**config.mk**
```make
export PLATFORM = sky130hd
export DESIGN_NAME = signed_value_to_seven_segment
export DESIGN_NICKNAME = d
export VERILOG_FILES = /design/src/sv/sv7seg_pkg.sv /design/src/sv/sv7seg_round.sv /design/src/sv/sv7seg_format.sv /design/src/sv/signed_value_to_seven_segment.sv
export SDC_FILE = /design/constraint.sdc
export NUM_CORES = 1
export LEC_CHECK = 0
export BUFFER_PORTS_ARGS = -buffer_cell sky130_fd_sc_hd__buf_2
export CAP_MARGIN = 20
export CORE_ASPECT_RATIO = 1.75
export CORE_UTILIZATION = 68
export CTS_CLUSTER_SIZE = 25
export DETAILED_ROUTE_END_ITERATION = 8
export HOLD_SLACK_MARGIN = 0.06
export PLACE_DENSITY = 0.9
export SLEW_MARGIN = 20
export SYNTH_ARGS = -nofsm -noshare
export SYNTH_HDL_FRONTEND = slang
export SYNTH_HIERARCHICAL = 1
export SYNTH_SLANG_ARGS = --single-unit
```
**constraint.sdc**
```tcl
create_clock -name i_clk -period 31.8 [get_ports i_clk]
set_input_delay 9.54 -clock i_clk [delete_from_list [all_inputs] [get_ports i_clk]]
set_output_delay 9.54 -clock i_clk [all_outputs]
set_load 0.02 [all_outputs]
```
**src/sv/sv7seg_pkg.sv**
```systemverilog
// shared types, constants and the seven-segment digit table for the signed value display block
// no dependencies
package sv7seg_pkg;

    localparam int VALUE_W = 32;
    localparam int ADDR_W  = 7;
    localparam int SEG_W   = 7;
    localparam int PLACES  = 4;
    localparam int MAG_W   = 14;
    localparam int DIGIT_W = 4;
    localparam int PROD_W  = 28;

    localparam logic [SEG_W-1:0] SEG_BLANK = 7'h00;
    localparam logic [SEG_W-1:0] SEG_MINUS = 7'h40;

    localparam logic [MAG_W-1:0] SHOW_POS_LIMIT = 14'd9999;
    localparam logic [MAG_W-1:0] SHOW_NEG_LIMIT = 14'd999;

    // reciprocal multipliers, exact for values up to 9999
    localparam logic [PROD_W-1:0] DIV10_MUL     = 28'd6554;
    localparam int                DIV10_SHIFT   = 16;
    localparam logic [PROD_W-1:0] DIV100_MUL    = 28'd5243;
    localparam int                DIV100_SHIFT  = 19;
    localparam logic [PROD_W-1:0] DIV1000_MUL   = 28'd8389;
    localparam int                DIV1000_SHIFT = 23;

    typedef struct packed {
        logic [MAG_W-1:0] mag;
        logic             neg;
        logic             over;
    } t_round;

    typedef logic [PLACES-1:0][SEG_W-1:0] t_places;

    function automatic logic [SEG_W-1:0] seg_of_digit(input logic [DIGIT_W-1:0] digit);
        logic [SEG_W-1:0] code;
        unique case (digit)
            4'd0: code = 7'h3F;
            4'd1: code = 7'h06;
            4'd2: code = 7'h5B;
            4'd3: code = 7'h4F;
            4'd4: code = 7'h66;
            4'd5: code = 7'h6D;
            4'd6: code = 7'h7D;
            4'd7: code = 7'h07;
            4'd8: code = 7'h7F;
            4'd9: code = 7'h6F;
            default: code = SEG_BLANK;
        endcase
        return code;
    endfunction

endpackage

```
**src/sv/sv7seg_round.sv**
```systemverilog
// rounds a signed fixed-point value half away from zero and checks the display range
// depends on sv7seg_pkg
module sv7seg_round #(
    parameter int FRAC_BITS = 8
) (
    input  logic signed [sv7seg_pkg::VALUE_W-1:0] i_value,
    output sv7seg_pkg::t_round                     o_round
);

    localparam logic [sv7seg_pkg::VALUE_W+1:0] Half =
        ((sv7seg_pkg::VALUE_W+2)'(1) << FRAC_BITS) >> 1;

    logic                             neg_in;
    logic                             neg_out;
    logic [sv7seg_pkg::VALUE_W:0]     abs_val;
    logic [sv7seg_pkg::VALUE_W+1:0]   rounded;

    always_comb begin
        neg_in  = i_value[sv7seg_pkg::VALUE_W-1];
        abs_val = neg_in ? (33'h1_0000_0000 - {1'b0, i_value}) : {1'b0, i_value};
        rounded = ({1'b0, abs_val} + Half) >> FRAC_BITS;
        neg_out = neg_in && (rounded != '0);
        o_round.neg  = neg_out;
        o_round.over = neg_out
            ? (rounded > (sv7seg_pkg::VALUE_W+2)'(sv7seg_pkg::SHOW_NEG_LIMIT))
            : (rounded > (sv7seg_pkg::VALUE_W+2)'(sv7seg_pkg::SHOW_POS_LIMIT));
        o_round.mag  = rounded[sv7seg_pkg::MAG_W-1:0];
    end

endmodule

```
**src/sv/sv7seg_format.sv**
```systemverilog
// splits the rounded magnitude into decimal digits and builds the four place codes
// depends on sv7seg_pkg
module sv7seg_format (
    input  sv7seg_pkg::t_round  i_round,
    output sv7seg_pkg::t_places o_places
);

    logic [sv7seg_pkg::PROD_W-1:0]  mag_w;
    logic [sv7seg_pkg::MAG_W-1:0]   q1;
    logic [sv7seg_pkg::MAG_W-1:0]   q2;
    logic [sv7seg_pkg::MAG_W-1:0]   q3;
    logic [sv7seg_pkg::DIGIT_W-1:0] d0;
    logic [sv7seg_pkg::DIGIT_W-1:0] d1;
    logic [sv7seg_pkg::DIGIT_W-1:0] d2;
    logic [sv7seg_pkg::DIGIT_W-1:0] d3;

    always_comb begin
        mag_w = sv7seg_pkg::PROD_W'(i_round.mag);
        q1 = sv7seg_pkg::MAG_W'((mag_w * sv7seg_pkg::DIV10_MUL) >> sv7seg_pkg::DIV10_SHIFT);
        q2 = sv7seg_pkg::MAG_W'((mag_w * sv7seg_pkg::DIV100_MUL) >> sv7seg_pkg::DIV100_SHIFT);
        q3 = sv7seg_pkg::MAG_W'((mag_w * sv7seg_pkg::DIV1000_MUL) >> sv7seg_pkg::DIV1000_SHIFT);
        d0 = sv7seg_pkg::DIGIT_W'(i_round.mag - sv7seg_pkg::MAG_W'(q1 * 14'd10));
        d1 = sv7seg_pkg::DIGIT_W'(q1 - sv7seg_pkg::MAG_W'(q2 * 14'd10));
        d2 = sv7seg_pkg::DIGIT_W'(q2 - sv7seg_pkg::MAG_W'(q3 * 14'd10));
        d3 = sv7seg_pkg::DIGIT_W'(q3);

        if (i_round.over) begin
            o_places = {sv7seg_pkg::PLACES{sv7seg_pkg::SEG_MINUS}};
        end else begin
            o_places[3] = sv7seg_pkg::seg_of_digit(d0);

            if (q1 != '0) begin
                o_places[2] = sv7seg_pkg::seg_of_digit(d1);
            end else if (i_round.neg) begin
                o_places[2] = sv7seg_pkg::SEG_MINUS;
            end else begin
                o_places[2] = sv7seg_pkg::SEG_BLANK;
            end

            if (q2 != '0) begin
                o_places[1] = sv7seg_pkg::seg_of_digit(d2);
            end else if (i_round.neg && q1 != '0) begin
                o_places[1] = sv7seg_pkg::SEG_MINUS;
            end else begin
                o_places[1] = sv7seg_pkg::SEG_BLANK;
            end

            if (q3 != '0) begin
                o_places[0] = sv7seg_pkg::seg_of_digit(d3);
            end else if (i_round.neg && q2 != '0) begin
                o_places[0] = sv7seg_pkg::SEG_MINUS;
            end else begin
                o_places[0] = sv7seg_pkg::SEG_BLANK;
            end
        end
    end

endmodule

```
**src/sv/signed_value_to_seven_segment.sv**
```systemverilog
// top level: stream handshake, input register and result register around the formatter
// depends on sv7seg_pkg, sv7seg_round and sv7seg_format
//
// Converts one signed fixed-point beat per clock into four seven-segment codes. A beat is
// taken in every cycle while the output side keeps up; each accepted beat passes through
// the input register and then the result register. The path between the two registers is
// the 34-bit rounding add and the three parallel reciprocal multiplies that split the
// magnitude into decimal digits.
module signed_value_to_seven_segment #(
    parameter int FRAC_BITS = 8
) (
    input  logic        i_clk,
    input  logic        i_rst_n,
    input  logic        i_s_axis_tvalid,
    output logic        o_s_axis_tready,
    input  logic [39:0] i_s_axis_tdata,   // display_address[6:0], fixed_value[38:7], zero pad
    output logic        o_m_axis_tvalid,
    input  logic        i_m_axis_tready,
    output logic [39:0] o_m_axis_tdata,   // target_address[6:0], segments_first[13:7],
                                          // segments_second[20:14], segments_third[27:21],
                                          // segments_fourth[34:28], zero pad
    output logic        o_m_axis_tuser    // overrange
);

    logic                                   r_in_valid;
    logic [sv7seg_pkg::ADDR_W-1:0]          r_in_addr;
    logic signed [sv7seg_pkg::VALUE_W-1:0]  r_in_value;
    logic                                   r_out_valid;
    logic [sv7seg_pkg::ADDR_W-1:0]          r_out_addr;
    sv7seg_pkg::t_places                    r_out_places;
    logic                                   r_out_over;

    logic                out_free;
    logic                in_advance;
    logic                in_take;
    sv7seg_pkg::t_round  round_res;
    sv7seg_pkg::t_places places;

    assign out_free        = !r_out_valid || i_m_axis_tready;
    assign in_advance      = r_in_valid && out_free;
    assign o_s_axis_tready = !r_in_valid || out_free;
    assign in_take         = i_s_axis_tvalid && o_s_axis_tready;

    sv7seg_round #(
        .FRAC_BITS(FRAC_BITS)
    ) u_round (
        .i_value(r_in_value),
        .o_round(round_res)
    );

    sv7seg_format u_format (
        .i_round (round_res),
        .o_places(places)
    );

    always_ff @(posedge i_clk) begin
        if (!i_rst_n) begin
            r_in_valid <= 1'b0;
        end else if (o_s_axis_tready) begin
            r_in_valid <= i_s_axis_tvalid;
        end
        if (in_take) begin
            r_in_addr  <= i_s_axis_tdata[6:0];
            r_in_value <= i_s_axis_tdata[38:7];
        end
    end

    always_ff @(posedge i_clk) begin
        if (!i_rst_n) begin
            r_out_valid <= 1'b0;
        end else if (out_free) begin
            r_out_valid <= r_in_valid;
        end
        if (in_advance) begin
            r_out_addr   <= r_in_addr;
            r_out_places <= places;
            r_out_over   <= round_res.over;
        end
    end

    assign o_m_axis_tvalid = r_out_valid;
    assign o_m_axis_tuser  = r_out_over;
    assign o_m_axis_tdata  = {5'b0, r_out_places[3], r_out_places[2], r_out_places[1],
                              r_out_places[0], r_out_addr};

    // accepted beat always lands in the input register
    a_take_lands: assert property (@(posedge i_clk) disable iff (!i_rst_n)
        in_take |=> r_in_valid)
        else $error("accepted beat lost at input register");

    // overrange shows dashes in every place
    a_over_dashes: assert property (@(posedge i_clk) disable iff (!i_rst_n)
        (r_out_valid && r_out_over) |->
            (r_out_places == {sv7seg_pkg::PLACES{sv7seg_pkg::SEG_MINUS}}))
        else $error("overrange result without dashes");

    // in range the rightmost place always holds a digit
    a_units_digit: assert property (@(posedge i_clk) disable iff (!i_rst_n)
        (r_out_valid && !r_out_over) |->
            (r_out_places[3] != sv7seg_pkg::SEG_BLANK &&
             r_out_places[3] != sv7seg_pkg::SEG_MINUS))
        else $error("rightmost place is not a digit");

    // a waiting result is not overwritten by the next beat
    a_result_held: assert property (@(posedge i_clk) disable iff (!i_rst_n)
        (r_out_valid && !i_m_axis_tready) |=> $stable(r_out_places) && $stable(r_out_addr))
        else $error("stalled result changed");

endmodule

```
=== Word-level counts from Yosys, hierarchy flattened ===
Memory sizes are Yosys's and may differ from the RTL's. A register that Yosys moved wholly into a read port is not among the register bits.
Index checks and enable logic that the tools add are counted.

* Bits in read-only memories: 448
* Output and inout bits: 43
* Register bits after elaboration: 70
* Memories kept: 4

{| class="wikitable"
|+ Memory list
! name !! words !! bits a word !! rd ports !! clocked after memory_dff !! write ports !! RTL line !! text
|-
| (name not given) || 16 || 7 || 1 || 1 || 0 || sv7seg_pkg.sv:37 || <nowiki>unique case (digit)</nowiki>
|-
| (name not given) || 16 || 7 || 1 || 0 || 0 || sv7seg_pkg.sv:37 ||
|-
| (name not given) || 16 || 7 || 1 || 0 || 0 || sv7seg_pkg.sv:37 ||
|-
| (name not given) || 16 || 7 || 1 || 0 || 0 || sv7seg_pkg.sv:37 ||
|}

* Order comparisons: 2
* $add $sub $neg: 5
* Multiplexer cells: 8
* Reductions and logical operators: 13
* Multiply operators: 6

{| class="wikitable"
|+ Operator list
! cell !! count
|-
| $mux 7 || 6
|-
| $reduce_bool 14->1 || 3
|-
| $add 33x8->34 const B || 1
|-
| $reduce_bool 34->1 || 1
|-
| $mux 33 || 1
|-
| $sub 33x32->33 const A || 1
|-
| $mul 14x14->28 const B || 1
|-
| $mul 14x13->27 const B || 1
|-
| $gt 26x10->1 const B || 1
|-
| $gt 26x14->1 const B || 1
|-
| $mul 14x12->26 const B || 1
|-
| $sub 4x4->4 || 3
|-
| $mul 11x3->3 const B || 1
|-
| $mul 8x3->3 const B || 1
|-
| $logic_and 1x1->1 || 5
|-
| $mul 5x3->3 const B || 1
|-
| $logic_not 1->1 || 2
|-
| $logic_or 1x1->1 || 2
|-
| $mux 1 || 1
|}

=== Logic depth before layout (Yosys ltp) ===
Gate-level depths: netlist of the first run.

* Depth after elaboration: 8
* Gate-level depth with buffers: 41

=== Hierarchy ===
Netlist of the first run, hierarchy kept.

{| class="wikitable"
|+ Modules (own cells, without submodules)
! module !! sequential area each (um^2) !! cells each !! area an instance (um^2) !! times used
|-
| sv7seg_format || 0.0 || 1102 || 9776.9 || 1
|-
| signed_value_to_seven_segment || 2292.2 || 90 || 2397.3 || 1
|-
| sv7seg_round || 0.0 || 286 || 1866.8 || 1
|}

=== Least setup slack after synthesis of the first run ===
OpenSTA, ideal clock, no wires.

* Kind: input -> output
* From: in i_m_axis_tready
* To: out o_s_axis_tready
* Data arrival time: 9711 ps
* Cell stages on the path: 1
* Buffers on the path: 0
* Required time: 22260 ps
* Slack: 12549 ps
* Cell sequence: nand3b_4

* Cells in the longest elaborated chain, start to end: 2

{| class="wikitable"
|+ RTL lines
! item !! RTL line !! text
|-
| start, declared || signed_value_to_seven_segment.sv:18 || <nowiki>input logic i_m_axis_tready,</nowiki>
|-
| $logic_or 1x1->1 || signed_value_to_seven_segment.sv:39 || <nowiki>assign out_free = !r_out_valid || i_m_axis_tready;</nowiki>
|-
| $logic_or 1x1->1 || signed_value_to_seven_segment.sv:41 || <nowiki>assign o_s_axis_tready = !r_in_valid || out_free;</nowiki>
|-
| end, declared || signed_value_to_seven_segment.sv:15 || <nowiki>output logic o_s_axis_tready,</nowiki>
|}

Every way passes these cells.

=== Worst setup path in the final report of the first run ===
Same ends and word-level chain as after synthesis.

==> results of run 1 <==
[per-stage QoR]
| stage | hold WS [ns] | cells | utilization, % | setup slack [ns] | cell area, um^2 |
|---|---|---|---|---|---|
| 2_1_floorplan | 0.400 | 1482 | - | 12.55 | 14100 |
| 3_3_place_gp | 0.404 | 1787 | 72.6 | 12.29 | 14700 |
| 3_5_place_dp | 0.411 | 1787 | 72.6 | 12.28 | 14700 |
| 4_1_cts | 0.425 | 1803 | 74.2 | 12.28 | 15000 |
| 5_1_grt | 0.436 | 1803 | 74.2 | 12.27 | 15000 |
| 6_report | 0.422 | 1803 | 74.2 | 12.28 | 15000 |
[critical path: stages]
cell      delay [ns]
buf_2           0.12
nand3b_4        0.15
buf_2           0.17
[area by class of cell]
| type | instances | area, um^2 | area share, % |
|---|---|---|---|
| multi-input cells | 1061 | 10500 | 69.6 |
| flip-flops and latches | 77 | 2290 | 15.2 |
| well taps | 248 | 310 | 2.06 |
| repair buffers | 96 | 520 | 3.46 |
| clock buffers | 9 | 225 | 1.50 |
| clock inverters | 7 | 82.6 | 0.549 |
| inverters | 305 | 1140 | 7.61 |
[worst max path at each step]
stage,startpoint,cells after the start,endpoint
after detailed placement,i_m_axis_tready,3,o_s_axis_tready
after floorplan,i_m_axis_tready,1,o_s_axis_tready
final,i_m_axis_tready,3,o_s_axis_tready
after global placement,i_m_axis_tready,3,o_s_axis_tready
after global routing,i_m_axis_tready,3,o_s_axis_tready
after CTS,i_m_axis_tready,3,o_s_axis_tready
[routing by layer]
layer	track usage [%]	vias up	share of wire (%)
met1	33.3	5560	33
li1	-	5240	-
met5	0	-	0
met4	35.5	0	10
met2	65.2	644	51
met3	5.96	257	6.1
[synthesized netlist by cell type, types with 12 or more instances]
cell      count
a21o_1       17
a21oi_1      71
clkbuf_1     26
edfxtp_1     75
fa_1        134
ha_1        263
inv_1       305
nand2_1      59
nand2b_1     12
nand3_1      33
nand4_1      16
nor2_1       55
nor2b_1      13
nor3_1       18
o21ai_0      51
xnor2_1      33
xor2_1       25
[cells by family (layout without fill, tap and decap cells)]
logic type,after synthesis,in the layout,share of synthesized area [%]
other cells,1,5,0.0267
fa+ha+maj,398,398,42.6
flops,77,77,16.3
mux,13,13,0.971
xor+xnor,66,66,4.91
compound gates,278,278,13.7
simple gates,301,301,12.0
buf+inv,344,417,9.46
[sequential cells by signal, indices dropped and copies added (netlist names)]
name,count
r_in_valid,1
o_m_axis_tdata,28
r_in_addr,7
o_m_axis_tvalid,1
r_out_addr,7
o_m_axis_tuser,1
r_in_value,32
==> metrics, run 1 <==
status=completed; Synth Register Bits=77; Period minus WS final=between 15 and 20 ns; total CTS buffers=9; DRC viols=0; top cell type's share of synthesized area=between 20% and 30%; Synth Flop Type=edfxtp_1; GP Congestion=roughly 1; Routed Antenna Nets=0; Area growth syn-to-layout=7.15%; wire per inst=20.7 um; Buffers on Ports=80; gr usage total=a little over a third; CTS clk-pin slew, worst paths=about 0.06 ns; crit start category=input pin; commonest cells after routing, fill and taps aside=305 x inv_1, 263 x ha_1, 134 x fa_1; Hold Path Origin=r_in_addr[0]; first-pass GRT wire length=about 59000 um; Fin. Hold Viols=0; Clock Latency Late Sink=around 0.34 ns; Post-synth EDFFs=75; htree depth=3; CP Capture Type=primary output; yosys warns=6; Max FO, Critical Path=2; DRT Wirelength=37400 um; clock sink count=77; synth top area cells=ha_1 23%, fa_1 19%, edfxtp_1 16%, inv_1 8.2%, a21oi_1 2.5%; Synth area leader=ha_1; RR Endpoint=o_m_axis_tdata[20]; cts-stage hold buffer count=0; TNS Setup=0 ns; fmax=roughly 0.051 GHz; Worst Path Required=about 22 ns; Ports=between 80 and 90; ANT cells=0; Core Area=slightly above 20000 um^2; Async S/R FF share, synth=0%; DR vias=approximately 12000; layout cells sized above 1=between 10% and 20%; GRT overflow=0; Slew @ Worst Pin=between 1 and 1.5 ns; largest net degree at the start of global routing=53; drt pass-1 iters=8; syn avg cell area=roughly 9.5 um^2; post-synthesis sequential area ratio=16.3%; R2R setup slack=around 21 ns; Mapped Cells=1478; Max Cap Violations=0; hold path depth=0; cell area after synthesis=about 14000 um^2; CP Class=input pin to primary output; Slew headroom=22.2%; synth unique cells=roughly 100; unrepaired setup endpoints after global routing=false; vias per inst=roughly 6.5; DR iter-0 viols=around 1100; worst r2r src=r_in_value[5]; Post-layout nets=1991; num rows=between 60 and 70; full die area=21300 um^2; vias in the first global route=roughly 12000; most common cell after layout, fill and taps aside=inv_1; Min-Delay Path Class=flop to flop; Root Driver=clkbuf_16; Final Max Slew Viols=0; Tcrit/Tclk final=between 60% and 70%; DP HPWL=30100 um; R2R cell count=33; post-CTS sizing=0; Post-CTS Setup Repair Bufs=0; TritonCTS clock tree=done; hold path endpoint=r_out_addr[0]; Starting Density=around 70%; Fillers=roughly 1300; CTS max path bufs=2; Die H=just under 200 um; endpoints failing setup=0; Worst EP arrival=~10 ns; initial antenna violation count=1; Clock Skews=between 0.007 and 0.008 ns; Die Wd=approximately 110 um
Power of run 1 is not shown: default switching activity piles up to over one toggle a cycle in this logic, so the estimate is an artifact.
==> inputs of run 2 (changes only) <==
Settings changed: ABC_AREA from default to 1, CORE_UTILIZATION 68 to 58, PLACE_DENSITY 0.9 to 0.81.
Clock period 31.8 ns to 17.2 ns, I/O delays scaled along.
==> metrics, run 2 <==
status=completed; top cell type's share of synthesized area=21.0% (-2.5 points); post-CTS sizing=0 (unchanged); Area growth syn-to-layout=7.00%; worst setup margin=6.35 ns (-5.93 ns); Slew headroom=38.4% (+16 points); Largest register FFs=32 (unchanged); largest register by flop count=r_in_value; full die area=27700 um^2 (+31%); Async S/R FF share, synth=0% (unchanged); Setup crit end=o_s_axis_tready; Die Wd=126 um (+14%); CTS clk-pin slew, worst paths=0.06 ns (about the same); post-synthesis sequential area ratio=14.6% (-1.7 points); count leader, synth=nand2_1; CTS max path bufs=2 (unchanged); Post-layout nets=2674 (+34%); Root Driver=clkbuf_16; RR Endpoint=o_m_axis_tdata[27]; Worst EP arrival=5.69 ns (-4.29 ns); DP HPWL=37400 um (+24%); layout cells sized above 1=10.9% (+0.83 points); vias per inst=5.48 (-16%); Synth area leader=ha_1; gr usage total=32.8% (-3.0 points); total CTS buffers=9 (unchanged); wire per inst=17.0 um (-18%); main combinational cell family by area after synthesis=adder cells; Starting Density=59.0% (-10 points); Die H=220 um (+14%); worst r2r src=r_in_value[8]; CP Class=input pin to primary output; syn avg cell area=7.31 um^2 (-23%); Buffers on Ports=80 (unchanged); xor/xnor share of the synthesized area=0.726% (-4.2 points); Max Cap Violations=0 (unchanged); Min-Delay Path Class=flop to flop; post-synthesis mux area share=0% (-0.97 points); Max FO, Critical Path=3 (+1); R2R cell count=40 (+21%); drt pass-1 iters=6 (-2); synth top area cells=ha_1 21%, fa_1 17%, edfxtp_1 14%, nand2_1 14%, inv_1 12%; CP Capture Type=primary output; TritonCTS clock tree=done; Synth top cells by count=572 x nand2_1, 502 x inv_1, 263 x ha_1, 169 x nor2_1, 134 x fa_1; htree depth=3 (unchanged); initial antenna violation count=1 (unchanged); synth unique cells=42 (-59%); Ports=87 (unchanged); first-pass GRT wire length=69900 um (+18%); vias in the first global route=14800 (+20%); DRC viols=0 (unchanged); cts-stage hold buffer count=0 (unchanged); Post-CTS Setup Repair Bufs=0 (unchanged); GP Congestion=0.989 (-1.1%); Synth Area in Simple Gates=30.6% (+19 points); DRT Wirelength=43700 um (+17%); pre-CTS setup slack=6.36 ns (-5.92 ns); clock sink count=77 (unchanged); GRT overflow=0 (unchanged); cell area after synthesis=15700 um^2 (+12%); largest net degree at the start of global routing=54 (+1.9%); Clock Latency Late Sink=0.35 ns (about the same); compound-gate portion of the synthesized area=3.04% (-11 points); Core Area=26600 um^2 (+31%); most common cell after layout, fill and taps aside=nand2_1; Mapped Cells=2145 (+45%); crit start category=input pin; R2R setup slack=8.80 ns (-12.09 ns); Period minus WS final=~11 ns; endpoints failing setup=0 (unchanged); num rows=79 (+14%); Synth Register Bits=77 (unchanged); fmax=between 0.09 and 0.1 GHz; TNS Setup=0 ns (unchanged); Adder-Cell Fraction of Synth Area=38.1% (-4.5 points); Final Max Slew Viols=0 (unchanged); Post-synth EDFFs=75 (unchanged); Clock Skews=0.00731 ns (-0.0000188 ns); Worst Path Required=12.04 ns (-10.22 ns); unrepaired setup endpoints after global routing=false; DR iter-0 viols=724 (-37%); Slew @ Worst Pin=0.921 ns (-0.237 ns); Fin. Hold Viols=0 (unchanged); Routed Antenna Nets=0 (unchanged); Synth Flop Type=edfxtp_1; CP Launch Point=i_m_axis_tready; DR vias=14100 (+20%); yosys warns=6 (unchanged); Tcrit/Tclk final=63.1%; commonest cells after routing, fill and taps aside=572 x nand2_1, 502 x inv_1, 263 x ha_1
-- run 2: through the flow --
stage                     area (um^2)  instances  hold slack (ns)  utilization [%]
after floorplan                 15700       2149            0.400                -
after global placement          16500       2545            0.401             62.0
after detailed placement        16500       2545            0.405             62.0
after CTS                       16800       2561            0.419             63.1
after global routing            16800       2563            0.422             63.1
final                           16800       2563            0.418             63.1
-- run 2: worst min path at each step --
stage                      start             to  depth (start not counted)  slack, ns
finish              r_in_addr[6]  r_out_addr[6]                          0       0.42
global route        r_in_addr[0]  r_out_addr[0]                          0       0.42
CTS                 r_in_addr[0]  r_out_addr[0]                          0       0.42
detailed placement  r_in_addr[0]  r_out_addr[0]                          0       0.40
global placement    r_in_addr[0]  r_out_addr[0]                          0       0.40
floorplan           r_in_addr[0]  r_out_addr[0]                          0       0.40
-- run 2: metal layers --
metal  wire (um)  vias to the layer above  track usage (%)
met5           0                        -                0
met4        4820                        0             33.1
li1            -                     6763                -
met1       14100                     6548             28.1
met2       23200                      496             63.8
met3        1620                      248             3.42
-- run 2: cells by family (layout without fill, tap and decap cells) --
family	after synthesis	count (layout)
AO/OA/AOI/OAI	88	88
XOR/XNOR	13	13
adder cells (fa/ha/maj)	397	397
buffers and inverters	530	619
flip-flops	77	77
other	1	6
AND/OR/NAND/NOR	1039	1039
-- run 2: area by class of cell --
class	count	area (um^2)
Fill cell	2268	9800
Clock inverter	7	66.3
Antenna cell	1	2.50
Timing Repair Buffer	87	460
Multi-Input combinational cell	1542	11400
Clock buffer	9	225
Inverter	516	1940
Sequential cell	77	2290
Tap cell	324	405
-- run 2: critical path, stage by stage --
cell     delay, ns
buf_2         0.10
inv_1         0.13
nand3_2       0.12
buf_2         0.18
Power of run 2 is left out for the same reason.
==> inputs of run 3 (changes only) <==
Settings changed: CORE_UTILIZATION 58 to 65, PLACE_DENSITY 0.81 to 0.86.
Clock period 17.2 ns to 10.8 ns, I/O delays scaled along.
==> metrics, run 3 (same netlist as run 2, synthesis figures left out) <==
status=finished with violations; failing checks=design-rule violations; R2R setup slack=2.20 ns (-6.60 ns); CP Capture Type=flop; Slew @ Worst Pin=1.10 ns (+0.175 ns); Worst Path Required=10.90 ns (-1.14 ns); CTS max path bufs=2 (unchanged); Most Frequent Cell on Critical Path=nand2_1; crit start category=flop; Slew headroom=26.8% (-12 points); wire per inst=17.4 um (+2.2%); Period minus WS final=~8.6 ns; DR iter-0 viols=782 (+8.0%); DRT Wirelength=44200 um (+1.3%); Area growth syn-to-layout=6.63%; gr usage total=36.9% (+4.1 points); CP top delay family=adder cells; Final Max Slew Viols=0 (unchanged); initial antenna violation count=1 (unchanged); Max Cap Violations=0 (unchanged); CP max-delay cell=fa_1; DR vias=14100 (+0.18%); CP Class=flop to flop; total CTS buffers=9 (unchanged); Min-Delay Path Class=flop to flop; clock sink count=77 (unchanged); full die area=24800 um^2 (-11%); Max FO, Critical Path=13 (+10); Buffers on Ports=80 (unchanged); Root Driver=clkbuf_16; post-route non-filler standard cell count=2540 (-0.90%); DRC viols=1 (+1); Fin. Hold Viols=0 (unchanged); GP Congestion=0.976 (-1.3%); Post-layout nets=2672 (-0.075%); Fillers=1932 (-15%); vias in the first global route=15100 (+2.2%); Starting Density=66.7% (+7.7 points); largest register by flop count=r_in_value; Die H=208 um (-5.5%); DP HPWL=37100 um (-0.69%); layout cells sized above 1=10.8% (-0.080 points); cts-stage hold buffer count=0 (unchanged); endpoints failing setup=0 (unchanged); Core Area=23500 um^2 (-12%); CTS clk-pin slew, worst paths=0.07 ns (about the same); Tcrit/Tclk final=approximately four fifths; sequential standard cell area=2290 um^2 (unchanged); post-CTS sizing=0 (unchanged); unrepaired setup endpoints after global routing=false; Post-CTS Setup Repair Bufs=0 (unchanged); Clock Latency Late Sink=0.35 ns (about the same); Largest register FFs=32 (unchanged); CP bufs+invs=7 (+4); Ports=87 (unchanged); GRT overflow=0 (unchanged); most common cell after layout, fill and taps aside=nand2_1; ANT cells=0 (-1); CP peak stage delay=0.60 ns (+0.42 ns); fmax=0.116 GHz; TNS Setup=0 ns (unchanged); commonest cells after routing, fill and taps aside=572 x nand2_1, 502 x inv_1, 263 x ha_1; vias per inst=5.54 (+1.1%); Placed Instances=2524 (-0.83%); num rows=74 (-6.3%); drt pass-1 iters=9 (+3); TritonCTS clock tree=done; Die Wd=119 um (-5.5%); Worst EP arrival=8.71 ns (+3.02 ns); largest net degree at the start of global routing=54 (unchanged); multi-input logic area=11400 um^2 (unchanged); first-pass GRT wire length=70900 um (+1.5%); Routed Antenna Nets=0 (unchanged); Clock Skews=0.00744 ns (+0.000126 ns); htree depth=3 (unchanged)
## run 3: layout make-up
cell class | count | area share (%)
sequential | 77 | 13.7
timing repair buffer | 85 | 2.62
clock inverter | 7 | 0.344
clock buffer | 9 | 1.35
inverter | 516 | 11.6
multi-input combinational | 1542 | 68.1
tap | 304 | 2.27
## run 3: routing by layer
layer / track usage [%] / part of all wire [%] / wire, um / vias up
met2: 69.3 / 53 / 23300 / 538
li1: - / - / - / 6759
met3: 5.47 / 4.2 / 1880 / 255
met5: 0 / 0.025 / 11 / -
met4: 34.8 / 11 / 4690 / 2
met1: 32.5 / 32 / 14300 / 6526
## run 3: worst reg2reg max path, delay by kind of cell, from the launching register on
family	cells	cell delay [ns]
compound gates	2	0.29
fa+ha+maj	8	3.74
buf+inv	7	0.66
flops	1	0.39
simple gates	23	3.28
## run 3: final timing paths
kind | start | end | cells past startpoint
setup reg to reg | r_in_value[3] | o_m_axis_tdata[27] | 40
hold / removal | r_in_addr[0] | r_out_addr[0] | 0
setup / recovery | r_in_value[3] | o_m_axis_tdata[27] | 40
hold reg to reg | r_in_addr[0] | r_out_addr[0] | 0
## run 3: through the flow
stage	cell area [um^2]	hold WS, ns	setup WS [ns]	util (%)
2_1_floorplan	15700	0.400	3.86	-
3_3_place_gp	16400	0.401	2.69	69.9
3_5_place_dp	16400	0.415	2.50	69.9
4_1_cts	16700	0.434	2.43	71.1
5_1_grt	16700	0.436	1.59	71.1
6_report	16700	0.430	2.20	71.1
Power of run 3 is left out for the same reason.
